<file path="src/hdl/ppsu_pkg.sv">
`timescale 1ns / 1ps
// ----------------------------------------------------------------------------
// ppsu_pkg: shared types and constants of the priority scheduler
// Field widths, slot entry layout, controller states and the command and
// status groups between the controller and the datapath.
// ----------------------------------------------------------------------------
package ppsu_pkg;

    localparam int SLOTS_DEF  = 16;

    localparam int ACTION_W   = 1;
    localparam int SLOT_W     = 4;
    localparam int ARRIVAL_W  = 16;
    localparam int BURST_W    = 16;
    localparam int URGENCY_W  = 8;
    localparam int TIME_W     = 32;

    localparam logic ACT_LOAD = 1'b0;
    localparam logic ACT_TICK = 1'b1;

    typedef struct packed {
        logic [ARRIVAL_W-1:0] arrive;
        logic [BURST_W-1:0]   service;
        logic [URGENCY_W-1:0] rank;
        logic [BURST_W-1:0]   left;
    } t_entry;

    localparam int ENTRY_W = $bits(t_entry);

    typedef enum logic [2:0] {
        S_IDLE,
        S_SCAN,
        S_LAST,
        S_EXEC,
        S_PUSH
    } t_state;

    typedef struct packed {
        logic load;
        logic scan_start;
        logic scan_rd;
        logic exec;
        logic push;
    } t_cmd;

    typedef struct packed {
        logic scan_last;
        logic out_free;
    } t_sts;

endpackage

</file>
<file path="src/hdl/ppsu_ctrl.sv">
`timescale 1ns / 1ps
// ----------------------------------------------------------------------------
// ppsu_ctrl: scheduler controller
// Sequences one request beat: table write and result push for a load, slot
// scan, update and result push for a tick.
// ----------------------------------------------------------------------------
module ppsu_ctrl
    import ppsu_pkg::*;
(
    input  logic                i_clk,
    input  logic                i_rst_n,
    input  logic                i_in_valid,
    input  logic [ACTION_W-1:0] i_in_action,
    output logic                o_in_ready,
    input  t_sts                i_sts,
    output t_cmd                o_cmd
);

    t_state r_state, n_state;

    always_ff @(posedge i_clk) begin
        if (!i_rst_n) begin
            r_state <= S_IDLE;
        end else begin
            r_state <= n_state;
        end
    end

    always_comb begin
        n_state    = r_state;
        o_cmd      = '0;
        o_in_ready = 1'b0;
        unique case (r_state)
            S_IDLE: begin
                o_in_ready = 1'b1;
                if (i_in_valid) begin
                    if (i_in_action == ACT_TICK) begin
                        o_cmd.scan_start = 1'b1;
                        n_state          = S_SCAN;
                    end else begin
                        o_cmd.load = 1'b1;
                        n_state    = S_PUSH;
                    end
                end
            end
            S_SCAN: begin
                o_cmd.scan_rd = 1'b1;
                if (i_sts.scan_last) begin
                    n_state = S_LAST;
                end
            end
            // last entry compares this cycle
            S_LAST: begin
                n_state = S_EXEC;
            end
            S_EXEC: begin
                o_cmd.exec = 1'b1;
                n_state    = S_PUSH;
            end
            S_PUSH: begin
                if (i_sts.out_free) begin
                    o_cmd.push = 1'b1;
                    n_state    = S_IDLE;
                end
            end
            default: begin
                n_state = S_IDLE;
            end
        endcase
    end

endmodule

</file>
<file path="config.mk">
export PLATFORM = sky130hd
export DESIGN_NAME = ppsu_ctrl
export DESIGN_NICKNAME = d
export VERILOG_FILES = /design/src/hdl/ppsu_pkg.sv /design/src/hdl/ppsu_ctrl.sv
export SDC_FILE = /design/constraint.sdc
export NUM_CORES = 1
export LEC_CHECK = 0
export ABC_AREA = 1
export BUFFER_PORTS_ARGS = -buffer_cell sky130_fd_sc_hd__buf_4
export CORE_AREA = 2 2 39 41
export CTS_CLUSTER_DIAMETER = 40
export DETAILED_ROUTE_END_ITERATION = 12
export DIE_AREA = 0 0 41 43
export REMOVE_ABC_BUFFERS = 1
export SLEW_MARGIN = 20
export SYNTH_ARGS = -nofsm -noshare
export SYNTH_HDL_FRONTEND = slang
export SYNTH_SLANG_ARGS = --single-unit
export TNS_END_PERCENT = 30
</file>
<file path="constraint.sdc">
create_clock -name i_clk -period 1.7 [get_ports i_clk]
set_clock_uncertainty 0.2 [all_clocks]
set_input_delay 0.34 -clock i_clk [delete_from_list [all_inputs] [get_ports i_clk]]
set_output_delay 0.34 -clock i_clk [all_outputs]
set_load 0.1 [all_outputs]
</file>
== Yosys cells after proc, flatten, opt, wreduce, memory -nomap -nowiden ==
Cells that the tools add are included.
Widths: inputs -> output; s select.

* Equality and inequality tests: 7
* Mux-type cells: 14
* Reductions and logical operators: 2

{| class="wikitable"
|+ Operators with widths
! cell !! count
|-
| $pmux 3 s5 || 1
|-
| $mux 3 || 4
|-
| $mux 1 || 7
|-
| $eq 3x2->1 const B || 2
|-
| $ne 2x2->1 const B || 3
|-
| $mux 2 || 2
|-
| $eq 3x1->1 const B || 1
|-
| $eq 3x3->1 const B || 1
|-
| $logic_not 3->1 || 1
|-
| $reduce_and 3->1 || 1
|}

* Register bits after elaboration: 3
* Bits of input ports: 6
* Output and inout port bits: 6

== Logic depth before layout (Yosys ltp) ==
* Depth in word-level cells: 3
* Depth in mapped cells: 7
* Gate-level depth less buffers: 7

== Worst setup path after synthesis ==
Ideal clock, no wire load.

* Kind: reg-to-output
* Start: register r_state[2]
* End: output port o_cmd[0] (netlist name)
* Arrival: 3.330 ns
* Data required time: 1.160 ns
* Setup slack: -2.170 ns
* Cell stages (with the launch flop): 3
* Path buffers: 0
* Cell sequence: dfxtp_1 inv_2 nor4_1

{| class="wikitable"
|+ RTL lines
! item !! line !! source
|-
| start: declaration || ppsu_ctrl.sv:19 || <nowiki>t_state r_state, n_state;</nowiki>
|-
| start signal: assignment || ppsu_ctrl.sv:25 || <nowiki>r_state <= n_state;</nowiki>
|-
| end: declaration || ppsu_ctrl.sv:16 || <nowiki>output t_cmd o_cmd</nowiki>
|}

==> results.md <==
* Number of flip-flops and latches in the synthesized netlist at 3
* DRC violations left at 0
* Violations in the final reports: setup timing
* Input/output buffers at 11
* Average vias per placed instance at 4.00
* Final weighted congestion of routability-driven global placement at just under 0.9
* Layout-stage area growth over the synthesis result at 92.8%
* Clk sinks at 3
* Launching point of the worst reg2reg path: r_state[1]$_SDFFE_PN0P_
* Average size of a mapped cell at between 6 and 7 um2
* Fraction of final layout cells with drive strength greater than 1 at between 60% and 70%
* Total detailed-routing wirelength at about 630 um
* Fraction of the yosys area taken by sequential cells at about a quarter
* Startpoint class of the critical path: flip-flop
* TritonCTS clock tree: yes
* Count of standard-cell rows at 14
* Overall fraction of global-route tracks in use at around 8.5%
* Number of max-slew violations in the final report at 0
* Post-route design area at 470 um2
* Layout net count at between 60 and 70
* Vias in the first global route at between 200 and 300
* Final Cycle Share at 103%
* Number of antenna violations at the first check in global routing at 0
* Floorplan Core Area at ~1400 um2
* Hold Violations, Final at 0
* Source-to-sink clock delay at the later pin of the worst-skew pair at about 0.23 ns
* Ant diodes at 0
* Max reg flops at 3
* Tmin final at 1.75 ns
* Die Width at a little over 40 um
* Overflow left after global routing at 0
* Initial DRC Count at 4
* Critical path data required time at roughly 1.2 ns
* Mapped Cells at 38
* Actual slew at the worst max-slew pin at 0.245 ns
* Buffer depth of the longest clock path at 2
* Hold buffer count at cts at 0
* Average wire per cell in the routed design at 8.78 um
* Setup repair after global routing missed its margin: true
* Arrival time at the worst endpoint at ~1.2 ns
* Type of element capturing the critical path: primary output
* Detailed-placement wirelength estimate at between 400 and 500 um
* Final sum of negative setup slack at -0.111 ns
* Number of top-level pins at 12
* ANT nets after route at 0
* Area of the die at about 1800 um2
* Reported max-cap violation count at 0
* Min-Delay Path Class: input port to flip-flop
* Worst setup path startpoint: r_state[1]$_SDFFE_PN0P_
* Slack of the critical path at -0.0518 ns
* Via total after detailed routing at approximately 290
* Die outline height at ~43 um
* Worst max-slew margin expressed relative to the limit at about 84%
* Origin of the worst min-delay path: i_rst_n
* Number of CTS-inserted buffers at 3
* Initial cell density of the core at 17.6%
* Drt pass-1 iters at 3
* Clock input transition at the sequential cells of the worst setup and hold paths at 0.04 ns
* Instance area at placement at approximately 350 um2
* Top register by number of flip-flops: r_state
* Number of H-tree levels at 1
* Mapped cell area at 244 um2
* Synthesis Warnings at 0
* Pin count of the biggest net entering global routing at 6
* Post-synthesis cell type count at 15
* First-pass GRT wire length at 1040 um
* Count of final setup violators at 3
* Status: finished, violations left
* Critical path type: flip-flop to primary output
* Maximum fanout along the worst path at 4
* Clk root buf: clkbuf_4
* Peak clock frequency supported by timing at ~0.57 GHz
* Leading registers by flop count: r_state (3)
[synth_stat cells]
cell / count / area, um2
dfxtp_1: 3 / 60.1
nand2_2: 1 / 6.26
nor3_1: 2 / 10.0
nor2_2: 1 / 6.26
nor3b_2: 1 / 12.5
nand2_1: 5 / 18.8
o21ai_1: 1 / 5.00
nand3_1: 3 / 15.0
nand3_2: 3 / 30.0
nor2_1: 5 / 18.8
o22ai_1: 1 / 6.26
inv_2: 3 / 11.3
nor2_4: 1 / 11.3
nor4_1: 1 / 6.26
inv_1: 7 / 26.3
[timing repair]
action / CTS / global route
pin swaps: 1 / 1
gates resized for setup: 13 / 8
endpoints found under the hold margin: 0 / 0
setup endpoints to repair: 5 / 5
buffers inserted: 1 / 1
[metrics by stage]
stage | hold slack (ns) | worst slack (ns) | utilization (%) | std cells
finish | 0.157 | -0.0518 | 34.0 | 72
global route | 0.150 | -0.0989 | 34.0 | 72
CTS | 0.148 | -0.0479 | 31.5 | 71
detailed placement | 0.399 | 0.0746 | 25.6 | 66
global placement | 0.398 | 0.136 | 25.6 | 66
floorplan | 0.260 | -2.17 | - | 38
[critical path, stage by stage (launching register included)]
cell	delay, ns
dfxtp_2	0.34
nor2_2	0.14
nand2_2	0.11
nor3_2	0.14
buf_6	0.25
[metal layers]
| metal | up-vias | GRT usage, % | part of all wire (%) |
|---|---|---|---|
| li1 | 156 | - | - |
| met1 | 127 | 9.94 | 39 |
| met2 | 5 | 13.1 | 56 |
| met3 | 0 | 3.14 | 4.3 |
| met4 | 0 | 4.00 | 0 |
| met5 | - | 0 | 0 |
[area by class of cell]
cell class,instances,area (um2)
repair buffers,14,149
multi-input cells,25,171
well taps,16,20.0
clock buffers,4,26.3
inverters,10,37.5
fillers,153,913
flip-flops and latches,3,66.3
[cells by family (layout without fill, tap and decap cells)]
kind of cell           after synthesis  after routing  share of synthesized area, %
AND/OR/NAND/NOR                     23             23                          55.4
buffers and inverters               10             28                          15.4
flip-flops                           3              3                          24.6
AO/OA/AOI/OAI                        2              2                          4.62
[cell usage in the layout, fill, tap and decap left out, drive strengths merged]
cell type / synthesis / final
o21ai: 1 / 1
dfxtp: 3 / 3
nor2: 7 / 7
nand3: 6 / 6
buf: 0 / 14
nand2: 6 / 6
o22ai: 1 / 1
clkbuf: 0 / 4
inv: 10 / 10
nor3b: 1 / 1
nor4: 1 / 1
nor3: 2 / 2
[worst paths after layout]
path                                  end  slack, ns  cells past startpoint
hold reg to reg   r_state[0]$_SDFFE_PN0P_       0.42                      4
setup / recovery                 o_cmd[3]      -0.05                      4
hold / removal    r_state[0]$_SDFFE_PN0P_       0.16                      3
setup reg to reg  r_state[2]$_SDFFE_PN0P_       0.34                      7
Power is not shown: default switching activity piles up to over one toggle a cycle in this logic, so the estimate is an artifact.
